**config.mk**
```make
export PLATFORM = sky130hd
export DESIGN_NAME = xorshift_multiply_random_generator
export DESIGN_NICKNAME = d
export VERILOG_FILES = /design/src/rtl/xmrg_pkg.sv /design/src/rtl/xorshift_multiply_random_generator.sv /design/src/rtl/xmrg_core.sv /design/src/rtl/xmrg_mul.sv
export SDC_FILE = /design/constraint.sdc
export NUM_CORES = 2
export LEC_CHECK = 0
export ABC_AREA = 0
export CORE_MARGIN = 2
export CORE_UTILIZATION = 45
export DETAILED_ROUTE_END_ITERATION = 8
export DONT_BUFFER_PORTS = 1
export GPL_TIMING_DRIVEN = 0
export PLACE_DENSITY_LB_ADDON = 0.2
export SYNTH_ARGS = -nofsm -noshare
export SYNTH_HDL_FRONTEND = slang
export SYNTH_SLANG_ARGS = --single-unit
```
**constraint.sdc**
```tcl
create_clock -name aclk -period 10.5 [get_ports aclk]
set_input_delay 1.05 -clock aclk [delete_from_list [all_inputs] [get_ports aclk]]
set_output_delay 1.05 -clock aclk [all_outputs]
set_load 0.05 [all_outputs]
```
**src/rtl/xmrg_pkg.sv**
```systemverilog
// Shared types and constants for the xorshift-multiply random generator.
// No dependencies; imported by every module of the block.
`default_nettype none

package xmrg_pkg;

    localparam logic [63:0] SEED_MIX_CONST = 64'd4101842887655102017;
    localparam logic [63:0] OUT_MULT_CONST = 64'd2685821657736338717;

    localparam int unsigned SHIFT_A = 12;
    localparam int unsigned SHIFT_B = 25;
    localparam int unsigned SHIFT_C = 27;

    // Request codes carried on s_tuser; code 3 means nothing.
    typedef enum logic [1:0] {
        OP_DRAW64 = 2'd0,
        OP_DRAW32 = 2'd1,
        OP_SEED   = 2'd2
    } op_t;

    // What the output stage does with an item in flight.
    typedef enum logic [1:0] {
        KIND_FULL = 2'd0,   // whole product
        KIND_LOW  = 2'd1,   // low half out, high half held
        KIND_HELD = 2'd2    // return the held half
    } kind_t;

    typedef struct packed {
        logic        valid;
        kind_t       kind;
        logic [63:0] value;
    } issue_t;

    typedef struct packed {
        logic        valid;
        kind_t       kind;
        logic [63:0] prod_ll;
        logic [31:0] prod_hl;
        logic [31:0] prod_lh;
    } prod_t;

endpackage

`default_nettype wire

```
**src/rtl/xorshift_multiply_random_generator.sv**
```systemverilog
// A draw request accepted on s_* passes the issue, product and output registers to m_*.
// One request per cycle unless stalled; a state step is three combinational xor-shifts;
// the 64-bit constant multiply runs as two registered stages off the feedback path.
// Reset (aresetn low, synchronous): state to the seed-mix constant, no half held,
// pipeline and output emptied. Seed and unused requests produce no result.
`default_nettype none

module xorshift_multiply_random_generator
    import xmrg_pkg::*;
(
    input  wire logic        aclk,
    input  wire logic        aresetn,
    input  wire logic        s_tvalid,
    output logic             s_tready,
    input  wire logic [63:0] s_tdata,   // [63:0] seed_value
    input  wire logic [1:0]  s_tuser,   // [1:0] operation
    output logic             m_tvalid,
    input  wire logic        m_tready,
    output logic [63:0]      m_tdata    // [63:0] random_value
);

    logic        load_out;
    logic        load_prod;
    logic        load_issue;
    logic        accept;
    logic        pending;
    issue_t      issue;
    prod_t       prod;
    logic [63:0] product;
    logic        out_valid_reg;
    logic [63:0] out_data_reg;
    logic [63:0] out_data_next;
    logic [31:0] held_reg;
    logic [31:0] held_next;

    // each stage advances when the one after it is empty or moving
    assign load_out   = !out_valid_reg || m_tready;
    assign load_prod  = !prod.valid || load_out;
    assign load_issue = !issue.valid || load_prod;
    assign s_tready   = load_issue;
    assign accept     = s_tvalid && s_tready;

    xmrg_core u_core (
        .aclk       (aclk),
        .aresetn    (aresetn),
        .accept     (accept),
        .load       (load_issue),
        .operation  (s_tuser),
        .seed_value (s_tdata),
        .issue      (issue),
        .pending    (pending)
    );

    xmrg_mul u_mul (
        .aclk    (aclk),
        .aresetn (aresetn),
        .load    (load_prod),
        .issue   (issue),
        .prod    (prod)
    );

    assign product = prod.prod_ll + {prod.prod_hl + prod.prod_lh, 32'd0};

    always_comb begin
        held_next     = held_reg;
        out_data_next = product;
        case (prod.kind)
            KIND_LOW: begin
                out_data_next = {32'd0, product[31:0]};
                if (load_out && prod.valid) begin
                    held_next = product[63:32];
                end
            end
            KIND_HELD: out_data_next = {32'd0, held_reg};
            default:   out_data_next = product;
        endcase
    end

    always_ff @(posedge aclk) begin
        if (!aresetn) begin
            out_valid_reg <= 1'b0;
            held_reg      <= 32'd0;
        end else begin
            held_reg <= held_next;
            if (load_out) begin
                out_valid_reg <= prod.valid;
                out_data_reg  <= out_data_next;
            end
        end
    end

    assign m_tvalid = out_valid_reg;
    assign m_tdata  = out_data_reg;

`ifndef SYNTH
    // a stalled input can only come from a full, blocked output
    assert property (@(posedge aclk) disable iff (!aresetn)
        !s_tready |-> (m_tvalid && !m_tready))
        else $error("input stalled without output back-pressure");

    // a fresh 32-bit draw in flight leaves a half held
    assert property (@(posedge aclk) disable iff (!aresetn)
        (issue.valid && issue.kind == KIND_LOW) |-> pending)
        else $error("low-half request issued but no half pending");

    // returning the held half clears the pending flag
    assert property (@(posedge aclk) disable iff (!aresetn)
        (issue.valid && issue.kind == KIND_HELD) |-> !pending)
        else $error("held half issued but flag still pending");
`endif

endmodule

`default_nettype wire

```
**src/rtl/xmrg_core.sv**
```systemverilog
// Generator state, half-pending flag and request decode for the generator.
// Depends on xmrg_pkg; feeds the multiplier stage with the stepped state.
`default_nettype none

module xmrg_core
    import xmrg_pkg::*;
(
    input  wire logic        aclk,
    input  wire logic        aresetn,
    input  wire logic        accept,
    input  wire logic        load,
    input  wire logic [1:0]  operation,
    input  wire logic [63:0] seed_value,
    output issue_t           issue,
    output logic             pending
);

    logic [63:0] state_reg;
    logic [63:0] state_next;
    logic        pending_reg;
    logic        pending_next;
    issue_t      issue_reg;
    issue_t      issue_next;
    logic [63:0] stepped;
    logic [63:0] seed_fixed;

    function automatic logic [63:0] xs_step(input logic [63:0] s);
        logic [63:0] t;
        t = s ^ (s >> SHIFT_A);
        t = t ^ (t << SHIFT_B);
        t = t ^ (t >> SHIFT_C);
        return t;
    endfunction

    assign stepped    = xs_step(state_reg);
    assign seed_fixed = (seed_value == SEED_MIX_CONST) ? (SEED_MIX_CONST + 64'd1) : seed_value;

    always_comb begin
        state_next       = state_reg;
        pending_next     = pending_reg;
        issue_next.valid = 1'b0;
        issue_next.kind  = KIND_FULL;
        issue_next.value = stepped;
        if (accept) begin
            case (op_t'(operation))
                OP_DRAW64: begin
                    state_next       = stepped;
                    issue_next.valid = 1'b1;
                end
                OP_DRAW32: begin
                    issue_next.valid = 1'b1;
                    if (pending_reg) begin
                        pending_next    = 1'b0;
                        issue_next.kind = KIND_HELD;
                    end else begin
                        state_next      = stepped;
                        pending_next    = 1'b1;
                        issue_next.kind = KIND_LOW;
                    end
                end
                OP_SEED: begin
                    state_next = SEED_MIX_CONST ^ seed_fixed;
                end
                default: begin
                    // unused code: drop
                end
            endcase
        end
    end

    always_ff @(posedge aclk) begin
        if (!aresetn) begin
            state_reg       <= SEED_MIX_CONST;
            pending_reg     <= 1'b0;
            issue_reg.valid <= 1'b0;
        end else begin
            state_reg   <= state_next;
            pending_reg <= pending_next;
            if (load) begin
                issue_reg <= issue_next;
            end
        end
    end

    assign issue   = issue_reg;
    assign pending = pending_reg;

endmodule

`default_nettype wire

```
**src/rtl/xmrg_mul.sv**
```systemverilog
// Partial-product stage of the constant multiply, kept modulo 2^64.
// Depends on xmrg_pkg; three 32x32 products, summed in the output stage.
`default_nettype none

module xmrg_mul
    import xmrg_pkg::*;
(
    input  wire logic aclk,
    input  wire logic aresetn,
    input  wire logic load,
    input  issue_t    issue,
    output prod_t     prod
);

    localparam logic [31:0] MULT_LO = OUT_MULT_CONST[31:0];
    localparam logic [31:0] MULT_HI = OUT_MULT_CONST[63:32];

    logic [31:0] val_lo;
    logic [31:0] val_hi;
    logic [63:0] full_ll;
    logic [63:0] full_hl;
    logic [63:0] full_lh;
    prod_t       prod_reg;
    prod_t       prod_next;

    assign val_lo  = issue.value[31:0];
    assign val_hi  = issue.value[63:32];
    assign full_ll = {32'd0, val_lo} * {32'd0, MULT_LO};
    // only the low 32 bits of the cross terms survive the modulo
    assign full_hl = {32'd0, val_hi} * {32'd0, MULT_LO};
    assign full_lh = {32'd0, val_lo} * {32'd0, MULT_HI};

    always_comb begin
        prod_next.valid   = issue.valid;
        prod_next.kind    = issue.kind;
        prod_next.prod_ll = full_ll;
        prod_next.prod_hl = full_hl[31:0];
        prod_next.prod_lh = full_lh[31:0];
    end

    always_ff @(posedge aclk) begin
        if (!aresetn) begin
            prod_reg.valid <= 1'b0;
        end else if (load) begin
            prod_reg <= prod_next;
        end
    end

    assign prod = prod_reg;

endmodule

`default_nettype wire

```
Word level (Yosys, flattened, before mapping) --
Cells that the tools add are included.
Operators by class: add/subtract/negate cells 2, multipliers 3, equal/unequal tests 6, multiplexer cells 9, bitwise gates (word level) 4, reduce and logical (&&, ||, !) cells 17
Operators by type and width (number):
- one-hot mux 64 bit (3 select lines) | 1
- two-way mux 64 bit | 2
- one-hot mux 64 bit (2 select lines) | 1
- adder 63 x 64 -> 64 bit | 1
- == test 64 x 62 -> 1 bit (second input constant) | 1
- bitwise XOR 64 x 37 -> 64 bit | 1
- bitwise XOR 64 x 52 -> 64 bit | 1
- bitwise XOR 64 bit | 1
- multiplier 32 x 31 -> 63 bit (second input constant) | 1
- adder 32 bit | 1
- multiplier 32 x 30 -> 32 bit (second input constant) | 1
- multiplier 32 x 31 -> 32 bit (second input constant) | 1
- inverter 31 bit | 1
- AND reduction 2 bit | 5
- == test 2 x 1 -> 1 bit (second input constant) | 2
- == test 2 bit (second input constant) | 2
- two-way mux 2 bit | 2
- logical NOT 1 bit | 3
- logical OR 1 bit | 3
- two-way mux 3 bit | 1
- AND reduction 3 bit | 1
- nonzero test 3 bit | 1
- logical AND 1 bit | 2
- logical NOT 2 bit | 1
- other kinds (3) | 4
Storage, ports and cells: register bits after elaboration 359, bits of input ports 70, output and inout bits 66

Logic depth before layout (Yosys ltp) --
word-level depth 6, gate-level depth with buffers 28

Cells and area by module --
A second synthesis with hierarchy kept.
Unflattened totals: cell total of the unflattened synthesis 4906, area total of the unflattened synthesis 51445.6 um^2
By module, submodules not included:
- xmrg_mul | instances 1, cells each 3623, area an instance 38356.8 um^2, sequential area each 3833.7 um^2
- xorshift_multiply_random_generator | instances 1, cells each 723, area an instance 6877.8 um^2, sequential area each 2582.5 um^2
- xmrg_core | instances 1, cells each 560, area an instance 6211.0 um^2, sequential area each 3303.2 um^2

Worst setup path after synthesis --
No wires, ideal clock.
path kind input-to-reg, start point input aresetn, end point register u_mul.prod_reg (netlist bit u_mul.prod[0]) (enable), data arrival time 7.997 ns, data required time 9.845 ns, setup slack 1.847 ns, stages on the path 5, buffers on the path 3, cell sequence clkbuf_1 clkinv_1 clkbuf_1 buf_1 a21oi_1
Between the ends: word-level cells in the longest chain between the ends 1
RTL lines:
- start, declared | RTL line xorshift_multiply_random_generator.sv:12 | input wire logic aresetn,
- AND reduction 2 bit (no source line)
- end signal, assigned | RTL line xmrg_mul.sv:45 | prod_reg <= prod_next;
- end, declared | RTL line xmrg_mul.sv:23 | prod_t prod_reg;
Every way passes these cells. A chain may end at the register's enable or synchronous reset.

Worst setup path in the final report --
start point register u_core.issue_reg (netlist bit u_core.issue[17]), end point register u_mul.prod_reg (netlist bit u_mul.prod[119]) (data pin)
Between the ends: word-level cells in the longest chain between the ends 1
RTL lines:
- start, declared | RTL line xmrg_core.sv:22 | issue_t issue_reg;
- start signal, assigned | RTL line xmrg_core.sv:80 | issue_reg <= issue_next;
- multiplier 32 x 31 -> 63 bit | RTL line xmrg_mul.sv:28 | assign full_ll = {32'd0, val_lo} * {32'd0, MULT_LO};
- net u_mul.full_ll[55] | RTL line xmrg_mul.sv:20 | logic [63:0] full_ll;
The timed path passes the listed nets, and every way through them passes these cells.

==> results.sh <==
export IMPL_status="completed"
export IMPL_drv_cap=0
export IMPL_syn_inst=4884
export IMPL_grt_pass1_wl_um=225000
export IMPL_track_usage=0.264
export IMPL_io_buffers=0
export IMPL_cp_arrival_ns=10.44
export IMPL_ys_top_cells_by_area="fa_1 (32%), ha_1 (19%), edfxtp_1 (15%), inv_1 (9.6%), xnor2_1 (4.5%)"
export IMPL_post_route_min_period_ns=10.28
export IMPL_fin_util=0.487
export IMPL_min_period_over_period=0.979
export IMPL_grt_max_degree=35
export IMPL_hold_viol_final=0
export IMPL_core_area_um2=112000
export IMPL_dp_final_hpwl_um=130000
export IMPL_synth_top_area_share=0.318
export IMPL_antenna_found_initial=4
export IMPL_cts_clk_slew_worst_paths_ns=0.06
export IMPL_post_drt_wl_per_cell_um=23.1
export IMPL_syn_num_nets=6526
export IMPL_row_count=123
export IMPL_ys_seq_elements=357
export IMPL_async_flop_share=0
export IMPL_drt_first_pass_iters=6
export IMPL_hold_buffers=0
export IMPL_grt_overflow_total=0
export IMPL_yosys_warnings=0
export IMPL_syn_to_final_growth_pct=7.78
export IMPL_relSlewSlack=0.0363
export IMPL_dieArea_um2=115000
export IMPL_pin_count=136
export IMPL_drv_slew=0
export IMPL_worstSetupPathType="flop to flop"
export IMPL_yosysTopAreaCell="fa_1"
export IMPL_max_freq_ghz=0.0973
export IMPL_root_buffer="clkbuf_16"
export IMPL_drt_iter0_markers=2616
export IMPL_synth_distinct_cells=81
export IMPL_cp_start_kind="flop"
export IMPL_grt_pass1_vias=36000
export IMPL_synth_main_ff_cell="edfxtp_1"
export IMPL_hold_class="flop to flop"
export IMPL_cts_buffer_depth=3
export IMPL_cts_resized=0
export IMPL_synth_area_um2=50700
export IMPL_drive_gt1_frac=0.0259
export IMPL_rsz0062_at_grt="false"
export IMPL_cp_end_kind="flop"
export IMPL_final_area_um2=54700
export IMPL_largest_reg_flops=128
export IMPL_gp_congestion=0.991
export IMPL_cts_made_buffers=41
export IMPL_postCtsSetupRepairBufs=0
export IMPL_nets=6598
export IMPL_wirelength_um=150000
export IMPL_cts_sinks=357
export IMPL_worst_slew_pin_slew_ns=1.43
export IMPL_finalSetupViolations=0
export IMPL_initial_utilization=0.452
export IMPL_postSynthAreaPerCell_um2=10.4
export IMPL_clock_skew_ns=0.0355
export IMPL_required_ns=10.67
export IMPL_antenna_left=0
export IMPL_die_h_um=340
export IMPL_path_max_fanout=11
export IMPL_cts_tree="built"
export IMPL_synth_edf_count=257
export IMPL_clk_latency_ns=0.61
export IMPL_htreeDepth=2
export IMPL_avgViaCountPerCell=5.24
export IMPL_die_w_um=340
export IMPL_route_vias_total=34000
export IMPL_drc=0
export IMPL_dpl_instance_area_um2=53200
export IMPL_seq_area_frac_synth=0.192
## worst max-delay path: stages, from the launching register on
cell and delay (ns):
edfxtp_1 0.94, inv_1 0.64, fa_1 0.74, inv_1 0.09, fa_1 0.50, inv_1 0.09
fa_1 0.56, inv_1 0.06, fa_1 0.48, fa_1 0.58, fa_1 0.43, fa_1 0.69
fa_1 0.48, ha_1 0.29, clkbuf_1 0.31, nand2_1 0.11, nor2_1 0.15, nor2b_1 0.06
a221oi_1 0.37, o21ai_0 0.46, a221oi_1 0.68, a21oi_1 0.29, nand2b_1 0.21, a21oi_1 0.15
o311ai_0 0.47
## area by class of cell
| class | instances | area [um2] |
|---|---|---|
| sequential | 357 | 9720 |
| buffer | 79 | 299 |
| timing repair buffer | 29 | 646 |
| antenna | 1 | 2.50 |
| clock buffer | 56 | 1120 |
| clock inverter | 20 | 265 |
| fill | 10500 | 57500 |
| inverter | 1296 | 4860 |
| tap | 1500 | 1880 |
| multi-input combinational | 3152 | 35900 |
## path summary, 6_finish.rpt
path,startpoint,to,slack [ns],cells after the start
hold reg to reg,held_reg[22]$_SDFFE_PN0P_,held_reg[22]$_SDFFE_PN0P_,0.46,2
setup reg to reg,u_core.issue[17]$_DFFE_PP_,u_mul.prod[119]$_DFFE_PP_,0.22,24
setup / recovery,u_core.issue[17]$_DFFE_PP_,u_mul.prod[119]$_DFFE_PP_,0.22,24
hold / removal,held_reg[22]$_SDFFE_PN0P_,held_reg[22]$_SDFFE_PN0P_,0.46,2
## cell usage after synthesis, drive strengths merged (28+ instances only)
cell type and count:
a21o 76, a21oi 179, a221oi 36, a22o 32
and2 34, clkbuf 73, dfxtp 100, edfxtp 257
fa 806, ha 766, inv 1295, nand2 205
nand3 37, nor2 145, nor3 65, o211ai 34
o21ai 111, o21bai 28, xnor2 262, xor2 85
## per-stage QoR
step                      instances  setup TNS, ns  hold WS [ns]  setup slack (ns)
after floorplan                4884              0         0.400              1.85
after global placement         6384        -277.26         0.447             -2.20
after detailed placement       6408              0         0.455             0.464
after CTS                      6484              0         0.464             0.434
after global routing           6490              0         0.480            0.0245
final                          6490              0         0.460             0.224
## kinds of logic after synthesis
logic type / Yosys count / share of synthesized area
buffers and inverters: 1375 / 0.102
AOI/OAI and AO/OA: 621 / 0.0824
xor gates and xnor gates: 347 / 0.0599
adders and majority gates: 1572 / 0.507
DFF: 357 / 0.192
and+or+nand+nor: 610 / 0.0571
muxes: 2 / 0.000395
## layer usage
metal / global-route usage / wire length (um)
met5: 0 / 22
met2: 0.407 / 65800
met3: 0.0696 / 12200
met1: 0.360 / 65300
met4: 0.0919 / 6300
## cells in the final DEF (no fill, tap or decap), drive strengths merged, types with 5 or more instances in the layout
cell type	n
o21ai	111
edfxtp	257
nand2b	17
nor2	145
or2	7
o21a	19
nor3	65
o221ai	9
nor2b	21
clkbuf	129
nand4	20
and2	34
or3	7
a41oi	6
inv	1301
a221oi	36
buf	35
a211oi	24
a22o	32
a31oi	15
dfxtp	100
xnor2	262
o31ai	8
and3	17
nor4bb	5
a21oi	179
o31a	8
xor2	85
fa	806
nand2	205
o21bai	28
nand4b	6
nor4	6
nand3	37
ha	766
clkinv	9
a21o	76
o211ai	34
Power is not shown: default switching activity piles up to over one toggle a cycle in this logic, so the estimate is an artifact.
